### src/dstf_pkg.sv
// dstf_pkg: shared constants, types and the power-of-ten table for the
// decimal string to fixed point converter
// no dependencies
package dstf_pkg;

  localparam int FRAC_BITS       = 32;
  localparam int MAX_FRAC_DIGITS = 19;
  localparam int INT_BITS        = 32;
  localparam int CNT_W           = (FRAC_BITS > 1) ? $clog2(FRAC_BITS) : 1;
  localparam int FCNT_W          = $clog2(MAX_FRAC_DIGITS + 1);

  localparam logic [1:0] ST_VALID   = 2'd0;
  localparam logic [1:0] ST_INVALID = 2'd1;
  localparam logic [1:0] ST_SAT     = 2'd2;

  typedef struct packed {
    logic take;
    logic prep;
    logic div_step;
    logic fin_load;
  } dstf_cmd_t;

  function automatic logic [63:0] pow10(input logic [FCNT_W-1:0] k);
    logic [63:0] p;
    case (5'(k))
      5'd0:    p = 64'd1;
      5'd1:    p = 64'd10;
      5'd2:    p = 64'd100;
      5'd3:    p = 64'd1000;
      5'd4:    p = 64'd10000;
      5'd5:    p = 64'd100000;
      5'd6:    p = 64'd1000000;
      5'd7:    p = 64'd10000000;
      5'd8:    p = 64'd100000000;
      5'd9:    p = 64'd1000000000;
      5'd10:   p = 64'd10000000000;
      5'd11:   p = 64'd100000000000;
      5'd12:   p = 64'd1000000000000;
      5'd13:   p = 64'd10000000000000;
      5'd14:   p = 64'd100000000000000;
      5'd15:   p = 64'd1000000000000000;
      5'd16:   p = 64'd10000000000000000;
      5'd17:   p = 64'd100000000000000000;
      5'd18:   p = 64'd1000000000000000000;
      5'd19:   p = 64'd10000000000000000000;
      default: p = 64'd1;
    endcase
    return p;
  endfunction

endpackage

### src/dstf_ctrl.sv
// dstf_ctrl: sequencing state machine for the converter
// issues commands to dstf_dp, owns the handshakes; depends on dstf_pkg
module dstf_ctrl
  import dstf_pkg::*;
(
  input  logic      clk,
  input  logic      rst_n,
  input  logic      in_valid,
  output logic      in_ready,
  input  logic      in_last,
  output logic      out_valid,
  input  logic      out_ready,
  output dstf_cmd_t cmd
);

  typedef enum logic [1:0] {
    S_RUN,
    S_PREP,
    S_DIV,
    S_FIN
  } state_t;

  state_t           state_r, state_nxt;
  logic [CNT_W-1:0] cnt_r, cnt_nxt;
  logic             out_valid_r, out_valid_nxt;
  logic             out_free;

  assign in_ready  = (state_r == S_RUN);
  assign out_valid = out_valid_r;
  assign out_free  = !out_valid_r || out_ready;

  always_comb begin
    state_nxt     = state_r;
    cnt_nxt       = cnt_r;
    out_valid_nxt = out_valid_r && !out_ready;
    cmd           = '0;
    unique case (state_r)
      S_RUN: begin
        if (in_valid) begin
          cmd.take = 1'b1;
          if (in_last) state_nxt = S_PREP;
        end
      end
      S_PREP: begin
        cmd.prep  = 1'b1;
        cnt_nxt   = CNT_W'(FRAC_BITS - 1);
        state_nxt = S_DIV;
      end
      S_DIV: begin
        cmd.div_step = 1'b1;
        if (cnt_r == '0) state_nxt = S_FIN;
        else cnt_nxt = cnt_r - 1'b1;
      end
      S_FIN: begin
        if (out_free) begin
          cmd.fin_load  = 1'b1;
          out_valid_nxt = 1'b1;
          state_nxt     = S_RUN;
        end
      end
      default: state_nxt = S_RUN;
    endcase
  end

  always_ff @(posedge clk) begin
    if (!rst_n) begin
      state_r     <= S_RUN;
      cnt_r       <= '0;
      out_valid_r <= 1'b0;
    end else begin
      state_r     <= state_nxt;
      cnt_r       <= cnt_nxt;
      out_valid_r <= out_valid_nxt;
    end
  end

  a_prep_to_div: assert property (@(posedge clk) disable iff (!rst_n)
    state_r == S_PREP |=> state_r == S_DIV)
    else $error("prep not followed by division");

  a_div_end: assert property (@(posedge clk) disable iff (!rst_n)
    (state_r == S_DIV && cnt_r == '0) |=> state_r == S_FIN)
    else $error("division did not end after its last step");

  a_no_overwrite: assert property (@(posedge clk) disable iff (!rst_n)
    cmd.fin_load |-> (!out_valid_r || out_ready))
    else $error("result loaded over an untaken one");

  a_take_only_ready: assert property (@(posedge clk) disable iff (!rst_n)
    cmd.take |-> (in_ready && in_valid))
    else $error("character taken without a request");

endmodule

### src/dstf_dp.sv
// dstf_dp: parser registers, accumulators, fraction divider and result register
// driven by commands from dstf_ctrl; depends on dstf_pkg
module dstf_dp
  import dstf_pkg::*;
(
  input  logic               clk,
  input  logic               rst_n,
  input  dstf_cmd_t          cmd,
  input  logic [7:0]         in_char_code,
  output logic signed [63:0] out_value,
  output logic [1:0]         out_status
);

  typedef enum logic [2:0] {
    PH_WS   = 3'd0,
    PH_SIGN = 3'd1,
    PH_INT  = 3'd2,
    PH_DOT  = 3'd3,
    PH_FRAC = 3'd4,
    PH_OK   = 3'd5,
    PH_BAD  = 3'd6
  } phase_t;

  localparam logic [7:0] CH_SPACE = 8'h20;
  localparam logic [7:0] CH_TAB   = 8'd9;
  localparam logic [7:0] CH_CR    = 8'd13;
  localparam logic [7:0] CH_MINUS = 8'h2D;
  localparam logic [7:0] CH_DOT   = 8'h2E;
  localparam logic [7:0] CH_ZERO  = 8'h30;
  localparam logic [7:0] CH_NINE  = 8'h39;

  localparam logic [63:0] NEG_LIMIT = 64'h8000_0000_0000_0000;
  localparam logic [63:0] POS_LIMIT = 64'h7FFF_FFFF_FFFF_FFFF;

  phase_t                phase_r, phase_nxt;
  logic                  neg_r, neg_nxt;
  logic [INT_BITS-1:0]   int_r, int_nxt;
  logic                  ovf_r, ovf_nxt;
  logic [63:0]           frac_r, frac_nxt;
  logic [FCNT_W-1:0]     fcnt_r, fcnt_nxt;

  logic [63:0]           den_r, rem_r;
  logic [FRAC_BITS-1:0]  quo_r;
  logic [63:0]           out_value_r;
  logic [1:0]            out_status_r;

  logic                  is_digit, is_space;
  logic [3:0]            digit;
  logic [INT_BITS+3:0]   int_x10;
  logic [63:0]           frac_x10;
  logic [63:0]           den_sel;
  logic [64:0]           rem_x2;
  logic [63:0]           mag;
  logic                  parse_ok;
  logic [63:0]           fin_value;
  logic [1:0]            fin_status;

  assign is_digit = (in_char_code >= CH_ZERO) && (in_char_code <= CH_NINE);
  assign is_space = (in_char_code == CH_SPACE) ||
                    ((in_char_code >= CH_TAB) && (in_char_code <= CH_CR));
  assign digit    = in_char_code[3:0];

  assign int_x10  = {1'b0, int_r, 3'b000} + {3'b000, int_r, 1'b0} + (INT_BITS+4)'(digit);
  assign frac_x10 = {frac_r[60:0], 3'b000} + {frac_r[62:0], 1'b0} + 64'(digit);

  // parse step on each taken character, clear when the result is loaded
  always_comb begin
    phase_nxt = phase_r;
    neg_nxt   = neg_r;
    int_nxt   = int_r;
    ovf_nxt   = ovf_r;
    frac_nxt  = frac_r;
    fcnt_nxt  = fcnt_r;
    if (cmd.take) begin
      unique case (phase_r) inside
        PH_WS, PH_SIGN: begin
          if (is_digit) begin
            phase_nxt = PH_INT;
          end else if (phase_r == PH_WS && is_space) begin
            phase_nxt = PH_WS;
          end else if (phase_r == PH_WS && in_char_code == CH_MINUS) begin
            neg_nxt   = 1'b1;
            phase_nxt = PH_SIGN;
          end else begin
            phase_nxt = PH_BAD;
          end
        end
        PH_INT: begin
          if (!is_digit) phase_nxt = (in_char_code == CH_DOT) ? PH_DOT : PH_OK;
        end
        PH_DOT: phase_nxt = is_digit ? PH_FRAC : PH_BAD;
        PH_FRAC: begin
          if (!is_digit) phase_nxt = PH_OK;
        end
        PH_OK, PH_BAD: phase_nxt = phase_r;
        default: phase_nxt = PH_BAD;
      endcase
      if (is_digit && (phase_r == PH_WS || phase_r == PH_SIGN || phase_r == PH_INT)) begin
        if (int_x10[INT_BITS+3:INT_BITS] != '0) begin
          int_nxt = '1;
          ovf_nxt = 1'b1;
        end else begin
          int_nxt = int_x10[INT_BITS-1:0];
        end
      end
      if (is_digit && (phase_r == PH_DOT || phase_r == PH_FRAC) &&
          (fcnt_r < FCNT_W'(MAX_FRAC_DIGITS))) begin
        frac_nxt = frac_x10;
        fcnt_nxt = fcnt_r + 1'b1;
      end
    end
    if (cmd.fin_load) begin
      phase_nxt = PH_WS;
      neg_nxt   = 1'b0;
      int_nxt   = '0;
      ovf_nxt   = 1'b0;
      frac_nxt  = '0;
      fcnt_nxt  = '0;
    end
  end

  always_ff @(posedge clk) begin
    if (!rst_n) begin
      phase_r <= PH_WS;
      neg_r   <= 1'b0;
      int_r   <= '0;
      ovf_r   <= 1'b0;
      frac_r  <= '0;
      fcnt_r  <= '0;
    end else begin
      phase_r <= phase_nxt;
      neg_r   <= neg_nxt;
      int_r   <= int_nxt;
      ovf_r   <= ovf_nxt;
      frac_r  <= frac_nxt;
      fcnt_r  <= fcnt_nxt;
    end
  end

  // restoring division of the fraction by 10^k, one quotient bit per step
  assign den_sel = pow10(fcnt_r);
  assign rem_x2  = {rem_r, 1'b0};

  always_ff @(posedge clk) begin
    if (cmd.prep) begin
      den_r <= den_sel;
      rem_r <= (frac_r >= den_sel) ? (den_sel - 64'd1) : frac_r;
      quo_r <= '0;
    end else if (cmd.div_step) begin
      if (rem_x2 >= {1'b0, den_r}) begin
        rem_r <= 64'(rem_x2 - {1'b0, den_r});
        quo_r <= {quo_r[FRAC_BITS-2:0], 1'b1};
      end else begin
        rem_r <= rem_x2[63:0];
        quo_r <= {quo_r[FRAC_BITS-2:0], 1'b0};
      end
    end
  end

  // sign, clamp and status
  assign mag      = 64'({int_r, quo_r});
  assign parse_ok = (phase_r == PH_INT) || (phase_r == PH_FRAC) || (phase_r == PH_OK);

  always_comb begin
    fin_status = ovf_r ? ST_SAT : ST_VALID;
    fin_value  = '0;
    if (!parse_ok) begin
      fin_status = ST_INVALID;
    end else if (neg_r) begin
      if (mag > NEG_LIMIT) begin
        fin_value  = NEG_LIMIT;
        fin_status = ST_SAT;
      end else begin
        fin_value = ~mag + 64'd1;
      end
    end else begin
      if (mag > POS_LIMIT) begin
        fin_value  = POS_LIMIT;
        fin_status = ST_SAT;
      end else begin
        fin_value = mag;
      end
    end
  end

  always_ff @(posedge clk) begin
    if (cmd.fin_load) begin
      out_value_r  <= fin_value;
      out_status_r <= fin_status;
    end
  end

  assign out_value  = $signed(out_value_r);
  assign out_status = out_status_r;

  a_frac_count: assert property (@(posedge clk) disable iff (!rst_n)
    fcnt_r <= FCNT_W'(MAX_FRAC_DIGITS))
    else $error("fraction digit count past its limit");

  a_frac_bound: assert property (@(posedge clk) disable iff (!rst_n)
    frac_r < pow10(fcnt_r))
    else $error("fraction accumulator exceeds its digit count");

  a_rem_bound: assert property (@(posedge clk) disable iff (!rst_n)
    cmd.div_step |-> rem_r < den_r)
    else $error("division remainder not below divisor");

endmodule

### src/decimal_string_to_fixed.sv
// decimal_string_to_fixed: decimal text to signed Q31.32 converter, top level
// a character without last is taken at once; one with last blocks input through
// setup, one division step per quotient bit, then sign, clamp and load; the
// load, and so the result, waits while the previous result still sits in the
// result register
// reset: synchronous, active low, clears parser and control; needs dstf_pkg, dstf_ctrl, dstf_dp
module decimal_string_to_fixed
  import dstf_pkg::*;
(
  input  logic               clk,
  input  logic               rst_n,
  input  logic               in_valid,
  output logic               in_ready,
  input  logic [7:0]         in_char_code,
  input  logic               in_last,
  output logic               out_valid,
  input  logic               out_ready,
  output logic signed [63:0] out_value,
  output logic [1:0]         out_status
);

  dstf_cmd_t cmd;

  dstf_ctrl u_ctrl (
    .clk       (clk),
    .rst_n     (rst_n),
    .in_valid  (in_valid),
    .in_ready  (in_ready),
    .in_last   (in_last),
    .out_valid (out_valid),
    .out_ready (out_ready),
    .cmd       (cmd)
  );

  dstf_dp u_dp (
    .clk          (clk),
    .rst_n        (rst_n),
    .cmd          (cmd),
    .in_char_code (in_char_code),
    .out_value    (out_value),
    .out_status   (out_status)
  );

endmodule
### config.mk
export PLATFORM = sky130hd
export DESIGN_NAME = decimal_string_to_fixed
export DESIGN_NICKNAME = d
export VERILOG_FILES = /design/src/dstf_pkg.sv /design/src/dstf_ctrl.sv /design/src/dstf_dp.sv /design/src/decimal_string_to_fixed.sv
export SDC_FILE = /design/constraint.sdc
export NUM_CORES = 1
export LEC_CHECK = 0
export ABC_CLOCK_PERIOD_IN_PS = 4600
export BUFFER_PORTS_ARGS = -buffer_cell sky130_fd_sc_hd__buf_4
export CORE_ASPECT_RATIO = 1.25
export CORE_MARGIN = 2
export CORE_UTILIZATION = 40
export DETAILED_ROUTE_END_ITERATION = 7
export PLACE_DENSITY = 0.65
export SLEW_MARGIN = 20
export SYNTH_ARGS = -nofsm -noshare
export SYNTH_HDL_FRONTEND = slang
export SYNTH_SLANG_ARGS = --single-unit
### constraint.sdc
create_clock -name clk -period 4.6 [get_ports clk]
set_clock_uncertainty 0.15 [all_clocks]
set_input_delay 0.46 -clock clk [delete_from_list [all_inputs] [get_ports clk]]
set_output_delay 0.46 -clock clk [all_outputs]
set_load 0.01 [all_outputs]
# After elaboration in Yosys (flattened, before gate mapping)
# Memory sizes are Yosys's and may differ from the RTL's. A register that Yosys moved wholly into a read port is not among the register bits.
# Index checks and enable logic that the tools add are counted.
totals:
  regBits: 340
  rom_bits: 1888
  inputBits: 13
  output_inout_bits: 68
  word_cells: 128
  memories: 1
op_classes:
  n_addsub: 9
  n_lt_le_gt_ge: 9
  n_eq_ne: 19
  mux: 38
  n_bitwise: 5
  n_reduce_logical: 33
mem_list:
  columns: ["memory", "depth", "width", "read_ports", "rd_ports_with_merged_regs", "write_ports", "line_no", "source"]
  rows:
  - ["(name not given)", 32, 59, 1, 1, 0, "dstf_pkg.sv:25", "case (5'(k))"]
ops:
  columns: ["operator", "count"]
  rows:
  - ["64-bit two-way mux", 7]
  - ["65-bit by 64-bit greater-or-equal comparator with 1-bit output", 1]
  - ["64-bit by 1-bit adder with 64-bit output, second input constant", 1]
  - ["64-bit by 4-bit adder with 64-bit output", 1]
  - ["64-bit adder", 1]
  - ["64-bit greater-or-equal comparator", 1]
  - ["64-bit by 63-bit > comparator with 1-bit output, second input constant", 1]
  - ["64-bit > comparator, second input constant", 1]
  - ["64-bit inverter", 1]
  - ["64-bit by 1-bit subtractor with 64-bit output, second input constant", 1]
  - ["64-bit subtractor", 1]
  - ["35-bit by 33-bit adder with 36-bit output", 1]
  - ["36-bit by 4-bit adder with 36-bit output", 1]
  - ["32-bit two-way mux", 1]
  - ["8-bit by 6-bit equality test with 1-bit output, second input constant", 3]
  - ["2-bit two-way mux", 9]
  - ["3-bit two-way mux", 6]
  - ["5-bit two-way mux", 3]
  - ["3-bit one-hot mux with 5 select lines", 1]
  - ["5-bit one-hot mux with 2 select lines", 1]
  - ["3-bit equality test, second input constant", 3]
  - ["1-bit two-way mux", 9]
  - ["8-bit by 4-bit greater-or-equal comparator with 1-bit output, second input constant", 1]
  - ["8-bit by 6-bit greater-or-equal comparator with 1-bit output, second input constant", 1]
  - ["26 further kinds", 56]

# Longest topological paths before layout
# Gate-level depths: netlist of the first run.
depth:
  word_depth: 7
  depth_mapped: 17
  depth_no_buf: 15

# Hierarchy
# Synthesis of the first run repeated with hierarchy kept, for this count alone.
unflattened:
  cells_unflattened: 3612
  area_unflattened_um2: 30312.8
modules_own_cells:
  columns: ["module", "instances", "cells_per_inst", "area_per_inst_um2", "seq_area_each_um2"]
  rows:
  - ["dstf_dp", 1, 3561, 29846.1, 9369.0]
  - ["dstf_ctrl", 1, 51, 466.7, 160.2]

# Worst setup path before layout of the first run
# OpenSTA, ideal clock, no wires.
synth_path:
  kind: "in2reg"
  start: "input port in_char_code[3]"
  end: "register u_dp.int_r[11]"
  setup_time_ns: 0.136
  arrival_ns: 4.106
  t_required_ns: 4.314
  path_slack_ns: 0.207
  cell_stages: 15
  path_buffers: 1
  cell_sequence: "fa_1 > inv_1 > fa_1 > nor2b_1 > o21ai_0 > a21oi_1 > o21ai_0 > o21ai_0 > o21ai_0 > a2bb2oi_1 > o31a_1 > a211o_1 > a211oi_1 > clkbuf_1 > a31oi_1"
synth_between:
  elab_chain_cells: 4
  elab_cells_between_ends: 8
  cone_classes: "1 x add/sub; 2 x order compare; 1 x mux; 4 x reduce/logical"
synth_rtl:
  columns: ["item", "line_no", "source"]
  rows:
  - ["from (decl)", "decimal_string_to_fixed.sv:14", "input logic [7:0] in_char_code,"]
  - ["branches (longest 4 deep; another with 36-bit by 4-bit adder with 36-bit output)", null, null]
  - ["to (signal assigned)", "dstf_dp.sv:133", "int_r <= int_nxt;"]
  - ["to (decl)", "dstf_dp.sv:37", "logic [INT_BITS-1:0] int_r, int_nxt;"]
# Several ways; the timed one is not identified.
# A chain may end at the register's enable or synchronous reset.

# Worst setup path after layout of the first run
layout_path:
  start: "register u_dp.int_r[0]"
  end: "register u_dp.int_r[7]"
layout_between:
  elab_chain_cells: 4
layout_rtl:
  columns: ["item", "line_no", "source"]
  rows:
  - ["35-bit by 33-bit adder with 36-bit output (*)", "dstf_dp.sv:63", "assign int_x10 = {1'b0, int_r, 3'b000} + {3'b000, int_r, 1'b0} + (INT_BITS+4)'(digit);"]
  - ["36-bit by 4-bit adder with 36-bit output (*)", "dstf_dp.sv:63", null]
  - ["4-bit nonzero test", "dstf_dp.sv:99", "if (int_x10[INT_BITS+3:INT_BITS] != '0) begin"]
  - ["32-bit two-way mux (*)", "dstf_dp.sv:99", null]
# Mark *: on every way between the ends. The rest lies on a longest branch, timed or not.

==> results.yml, run 1 <==
timing:
  hold_viol: 0
  slew_headroom_pct: 41.0
  max_clock_freq_ghz: 0.234
  grt_setup_unrepaired: "no"
  setup_viol: 0
  worst_slew_pin_slew_ns: 0.879
  slew_violations: 0
  finalCritPeriodShare_pct: 92.9
  fin_crit_ns: 4.27
die:
  ios: 81
  die_h_um: 307
  row_count: 110
  start_util_pct: 40.5
  dieArea_um2: 75400
  coreArea_um2: 72300
  die_w_um: 246
worst_setup_path:
  arrival_ns: 4.52
  regToRegStartpoint: "u_dp.int_r[0]"
  crit_buf_inv: 2
  required_ns: 4.84
  r2r_end: "u_dp.int_r[7]"
  crit_path_frequent_cell: "o21ai_0"
  max_stage_delay_ns: 0.53
  cp_max_fo: 17
  path_class: "register to register"
  worstSetupEndpointType: "register"
  slowest_stage: "fa_1"
  crit_chain: "fa_1, inv_1, fa_1, nor2b_1, o21ai_0, a21oi_1, o21ai_0, o21ai_0, o21ai_0, a2bb2oi_1, o31a_1, a211o_1, a211oi_4, buf_4, a31oi_1"
  crit_family: "compound AO/OA/AOI/OAI gates"
  ff2ff_setup_slack_ns: 0.33
  ff2ff_path_depth: 15
  critPathLaunchType: "register"
clock_network:
  cts_made_buffers: 41
  htreeDepth: 2
  post_cts_buffers: 0
  cts-root-buf: "clkbuf_16"
  clk_pin_slew_ns: 0.07
  clock_sinks: 384
  ctsLongestPathBuffers: 3
  clk_latency_ns: 0.56
  cts_tree: "yes"
route:
  drcViolationCount: 0
  wire_per_inst_um: 17.8
  antenna_left: 0
  dr.pass1.iters: 5
  drt_wl_total_um: 80900
  routed_via_density: 5.68
  drt_iter0_drc: 2000
  num_vias: 25765
logic_synthesis:
  syn_area_um2: 29300
  synth_compound_area_share_pct: 23.8
  synth_adder_area_share_pct: 14.0
  synth_seq_cells: 384
  synth_top_family_by_area: "compound AO/OA/AOI/OAI gates"
  muxShareOfSynthArea_pct: 2.00
  yosysTopAreaCell: "edfxtp_1"
  yosys.area_share.xor_xnor_pct: 6.64
  netlist_instances: 3518
  synth_top_area_share_pct: 18.9
  synth_cell_types: 85
  async_flop_share_pct: 0
  synthTopCellsByArea: "edfxtp_1, dfxtp_1, ha_1"
  yosysSeqAreaShare_pct: 32.5
  synth_edf_count: 184
  synth.avg_cell_area_um2: 8.33
  synth_nets: 3856
  ys_warn_count: 0
  yosys_most_used_dff: "dfxtp_1"
  yosys.area_share.simple_pct: 16.2
finish:
  mostFrequentLayoutCells: "nand2_1, a21oi_1, ha_1"
  stdcell_area_um2: 32600
  antenna_cells: 0
  drive_gt1_share_pct: 8.75
  areaGrowthSynthToFinish_pct: 11.1
  post-route-util_pct: 45.0
  finalNetCount: 3893
hold_path:
  min_path_type: "input port to register"
  min_to: "u_dp.frac_r[0]"
  hold_path_depth: 3
  hold_start: "in_char_code[0]"
status:
  status: "finished clean"
power_and_ir_drop:
  power.density_nw_per_um2: 506
  p_leak_nw: 13.9
  vdd.ir_drop.worst_v: 0.000381
placed_design:
  place_congestion: 0.968
  placed_cell_area_um2: 31300
  portBuffers: 80
  hpwlAfterDp_um: 61600
job:
  drv_cap: 0
grt:
  grt_pass1_wl_um: 131000
  track_usage_pct: 21.1
  grt_max_degree: 85
  grt_overflow_total: 0
  grt_antenna_before_repair: 0
  grt_pass1_vias: 24955
## kinds of logic (layout without fill, tap and decap cells)
| kind of cell | Yosys count | after routing |
|---|---|---|
| buffers and inverters | 369 | 439 |
| AO/OA/AOI/OAI | 1136 | 1136 |
| AND/OR/NAND/NOR | 1024 | 1024 |
| XOR/XNOR | 222 | 222 |
| adder cells (fa/ha/maj) | 325 | 325 |
| multiplexers | 58 | 58 |
| flip-flops | 384 | 384 |
## through the flow
| step | std cells | setup TNS (ns) | worst slack (ns) | power, mW | hold WS (ns) |
|---|---|---|---|---|---|
| 2_1_floorplan | 3518 | 0 | 0.207 | 11.0 | 0.256 |
| 3_3_place_gp | 4464 | -0.200 | -0.114 | 13.2 | 0.290 |
| 3_5_place_dp | 4464 | -1.94 | -0.146 | 13.2 | 0.304 |
| 4_1_cts | 4540 | 0 | 0.123 | 16.5 | 0.0231 |
| 5_1_grt | 4540 | 0 | 0.0562 | 17.7 | 0.0419 |
| 6_report | 4540 | 0 | 0.328 | 16.5 | 0.0436 |
## how the worst max path moves through the flow
| stage | depth (start not counted) | slack (ns) | startpoint | endpoint |
|---|---|---|---|---|
| CTS | 15 | 0.12 | u_dp.frac_r[0] | u_dp.frac_r[60] |
| detailed placement | 16 | -0.15 | in_char_code[3] | u_dp.frac_r[60] |
| finish | 15 | 0.33 | u_dp.int_r[0] | u_dp.int_r[7] |
| global placement | 16 | -0.11 | in_char_code[3] | u_dp.frac_r[60] |
| global route | 15 | 0.06 | u_dp.int_r[0] | u_dp.int_r[7] |
| floorplan | 15 | 0.21 | in_char_code[3] | u_dp.int_r[11] |
## per-layer routing
| layer | vias to the layer above | GRT usage, % | share of wire [%] |
|---|---|---|---|
| met5 | - | 0 | 0 |
| met4 | 0 | 9.42 | 4.5 |
| met3 | 178 | 2.07 | 3.6 |
| met2 | 591 | 36.8 | 48 |
| met1 | 12076 | 26.1 | 43 |
| li1 | 12920 | - | - |
## registers in the layout (all words and copies together), names as in the netlist
register          cells
u_dp.rem_r           64
u_dp.out_status       2
u_dp.quo_r           32
u_dp.phase_r          3
u_ctrl.cnt_r          5
u_dp.fcnt_r           5
u_ctrl.state_r        2
u_dp.den_sel         54
u_dp.frac_r          64
u_dp.neg_r            1
u_dp.int_r           32
u_dp.den_r           54
u_ctrl.out_valid      1
u_dp.out_value       64
u_dp.ovf_r            1
## report_power, final
part	internal, mW	switching (mW)
clock network	1.80	1.42
registers	4.58	0.327
logic	3.20	5.14
total	9.58	6.88
## what timing repair did
action	CTS	global route
endpoints found under the setup margin	0	2
resized for setup	0	1
hold buffers	0	0
## area by class of cell
type                    count  area, um^2
clock buffers              58        1170
clock inverters            18         115
fillers                  7093       39700
inverters                 180         676
multi-input cells        2765       18400
flip-flops and latches    384        9530
well taps                 952        1190
repair buffers            183        1420
## synthesized netlist by cell type, types with 9 or more instances
| master | number |
|---|---|
| a211oi_1 | 63 |
| o21a_1 | 28 |
| nand2_1 | 350 |
| nand4_1 | 51 |
| nor4_1 | 26 |
| and2_1 | 13 |
| nand3_1 | 79 |
| o21ai_0 | 283 |
| buf_1 | 14 |
| a21boi_0 | 11 |
| a21o_1 | 106 |
| a2111oi_0 | 9 |
| a41oi_1 | 11 |
| xor2_1 | 88 |
| and3_1 | 20 |
| o21bai_1 | 38 |
| or4_1 | 10 |
| inv_1 | 176 |
| xnor2_1 | 134 |
| clkbuf_1 | 165 |
| o31ai_1 | 27 |
| ha_1 | 320 |
| o22ai_1 | 11 |
| a31oi_1 | 63 |
| o211ai_1 | 16 |
| mux2i_1 | 53 |
| o41ai_1 | 11 |
| nand2b_1 | 32 |
| a21oi_1 | 349 |
| o221a_2 | 10 |
| nor2b_1 | 32 |
| o21ai_1 | 27 |
| dfxtp_1 | 200 |
| edfxtp_1 | 184 |
| or3_1 | 21 |
| nor3_1 | 85 |
| nor2_1 | 264 |
## worst reg2reg max path, cell delays in order (launching register included)
cell,delay (ns)
dfxtp_1,0.33
fa_1,0.54
inv_1,0.07
fa_1,0.45
nor2b_1,0.12
o21ai_0,0.10
a21oi_1,0.20
o21ai_0,0.14
o21ai_0,0.36
o21ai_0,0.24
a2bb2oi_1,0.22
o31a_1,0.28
a211o_1,0.27
a211oi_4,0.27
buf_4,0.27
a31oi_1,0.12
Power figures use the tool's default switching activity.
==> run 2, diff against run 1 <==
--- a/config.mk
+++ b/config.mk
@@ -9,9 +9,10 @@
 export BUFFER_PORTS_ARGS = -buffer_cell sky130_fd_sc_hd__buf_4
 export CORE_ASPECT_RATIO = 1.25
 export CORE_MARGIN = 2
-export CORE_UTILIZATION = 40
+export CORE_UTILIZATION = 50
 export DETAILED_ROUTE_END_ITERATION = 7
-export PLACE_DENSITY = 0.65
+export PLACE_DENSITY = 0.77
+export RECOVER_POWER = 50
 export SLEW_MARGIN = 20
 export SYNTH_ARGS = -nofsm -noshare
 export SYNTH_HDL_FRONTEND = slang
==> results.yml, run 2 (same netlist as run 1, synthesis figures left out) <==
route:
  routed_via_density: 5.99
  antenna_left: 0
  dr.pass1.iters: 6
  drt_iter0_drc: 1786
  drt_wl_total_um: 77200
  wire_per_inst_um: 17.8
  num_vias: 25929
  drcViolationCount: 0
grt:
  track_usage_pct: 25.4
  grt_max_degree: 78
  grt_overflow_total: 0
  grt_antenna_before_repair: 0
  grt_pass1_wl_um: 126000
  grt_pass1_vias: 25030
timing:
  max_clock_freq_ghz: 0.238
  worst_slew_pin_slew_ns: 2.95
  hold_slack_ns: 0.0453
  finalCritPeriodShare_pct: 91.5
  hold_viol: 0
  setup_viol: 0
  fin_ws_ns: 0.390
  slew_violations: 223
  slew_headroom_pct: -96.5
  grt_setup_unrepaired: "no"
  fin_crit_ns: 4.21
worst_setup_path:
  worstSetupEndpointType: "register"
  critPathLaunchType: "register"
  path_class: "register to register"
  cp_max_fo: 3
  arrival_ns: 4.46
  required_ns: 4.85
clock_network:
  cts-root-buf: "clkbuf_16"
  clk_latency_ns: 0.55
  cts_tree: "yes"
  ctsLongestPathBuffers: 3
  htreeDepth: 2
  clk_pin_slew_ns: 0.06
  cts_made_buffers: 38
  clock_sinks: 384
die:
  die_h_um: 275
  ios: 81
  die_w_um: 220
  dieArea_um2: 60500
  start_util_pct: 50.4
  coreArea_um2: 58100
  row_count: 99
power_and_ir_drop:
  power.density_nw_per_um2: 510
  vdd.ir_drop.worst_v: 0.000304
  p_leak_nw: 13.5
  fin_total_pwr_mw: 16.3
finish:
  drive_gt1_share_pct: 6.32
  antenna_cells: 0
  areaGrowthSynthToFinish_pct: 8.86
  finalNetCount: 3883
  n_fill_cell: 5210
  post-route-util_pct: 54.9
  final_common_cell: "nand2_1"
  mostFrequentLayoutCells: "nand2_1, a21oi_1, ha_1"
  stdcell_area_um2: 31900
job:
  drv_cap: 4
placed_design:
  dp_slack_ns: -0.0620
  portBuffers: 80
  place_congestion: 0.959
  hpwlAfterDp_um: 58500
  placed_cell_area_um2: 31000
status:
  violations: "capacitance limit, slew limit"
  status: "finished, violations left"
hold_path:
  min_path_type: "input port to register"
## run 2: worst paths after layout
path | cells past startpoint | start | end | slack [ns]
worst min register to register | 0 | u_dp.den_sel[46] | u_dp.den_r[46] | 0.29
worst max-delay path | 15 | u_dp.rem_r[0] | u_dp.rem_r[58] | 0.39
worst min-delay path | 3 | in_char_code[0] | u_dp.frac_r[0] | 0.05
worst max register to register | 15 | u_dp.rem_r[0] | u_dp.rem_r[58] | 0.39
## run 2: power by group
group / total [mW] / switching [mW] / internal, mW / leakage [nW]
Combinational: 8.30 / 5.11 / 3.19 / 9.50
Sequential: 4.93 / 0.330 / 4.60 / 3.43
Clock: 3.04 / 1.38 / 1.66 / 0.581
Total: 16.3 / 6.82 / 9.45 / 13.5
## run 2: area by class of cell
type                       count  area [um^2]  share of cell area (%)
sequential                   384         9530                    29.9
multi-input combinational   2765        18400                    57.8
clock inverter                24          180                   0.565
timing repair buffer         176         1100                    3.46
tap                          757          947                    2.97
clock buffer                  45         1020                    3.19
inverter                     180          676                    2.12
## run 2: metrics by stage
step	instances	setup TNS (ns)
after detailed placement	4262	-0.0758
after global placement	4262	-0.0367
after CTS	4331	0
after global routing	4331	0
final	4331	0
after floorplan	3518	0
## run 2: timing repair
action,in CTS,in global routing
hold buffers,0,0
setup endpoints to repair,0,2
gates resized for setup,0,2
buffers inserted,0,0
## run 2: worst max-delay path, stage by stage, from the launching register on
cell and delay [ns]:
edfxtp_1 0.38, inv_1 0.07, fa_1 0.42, nor2b_1 0.18, o21a_1 0.18, o21ai_0 0.11
a2111oi_0 0.42, buf_4 0.21, o21ai_0 0.22, o311ai_1 0.31, buf_4 0.18, a31o_2 0.20
a41oi_1 0.23, nor3_1 0.29, mux2_2 0.36, a21boi_1 0.13
## run 2: layer usage
metal / vias to the layer above / share of wire, % / global-route usage [%]
met5: - / 0 / 0
met4: 0 / 5.9 / 13.8
met3: 220 / 5.1 / 2.82
met2: 785 / 47 / 42.9
met1: 12044 / 42 / 31.7
li1: 12880 / - / -
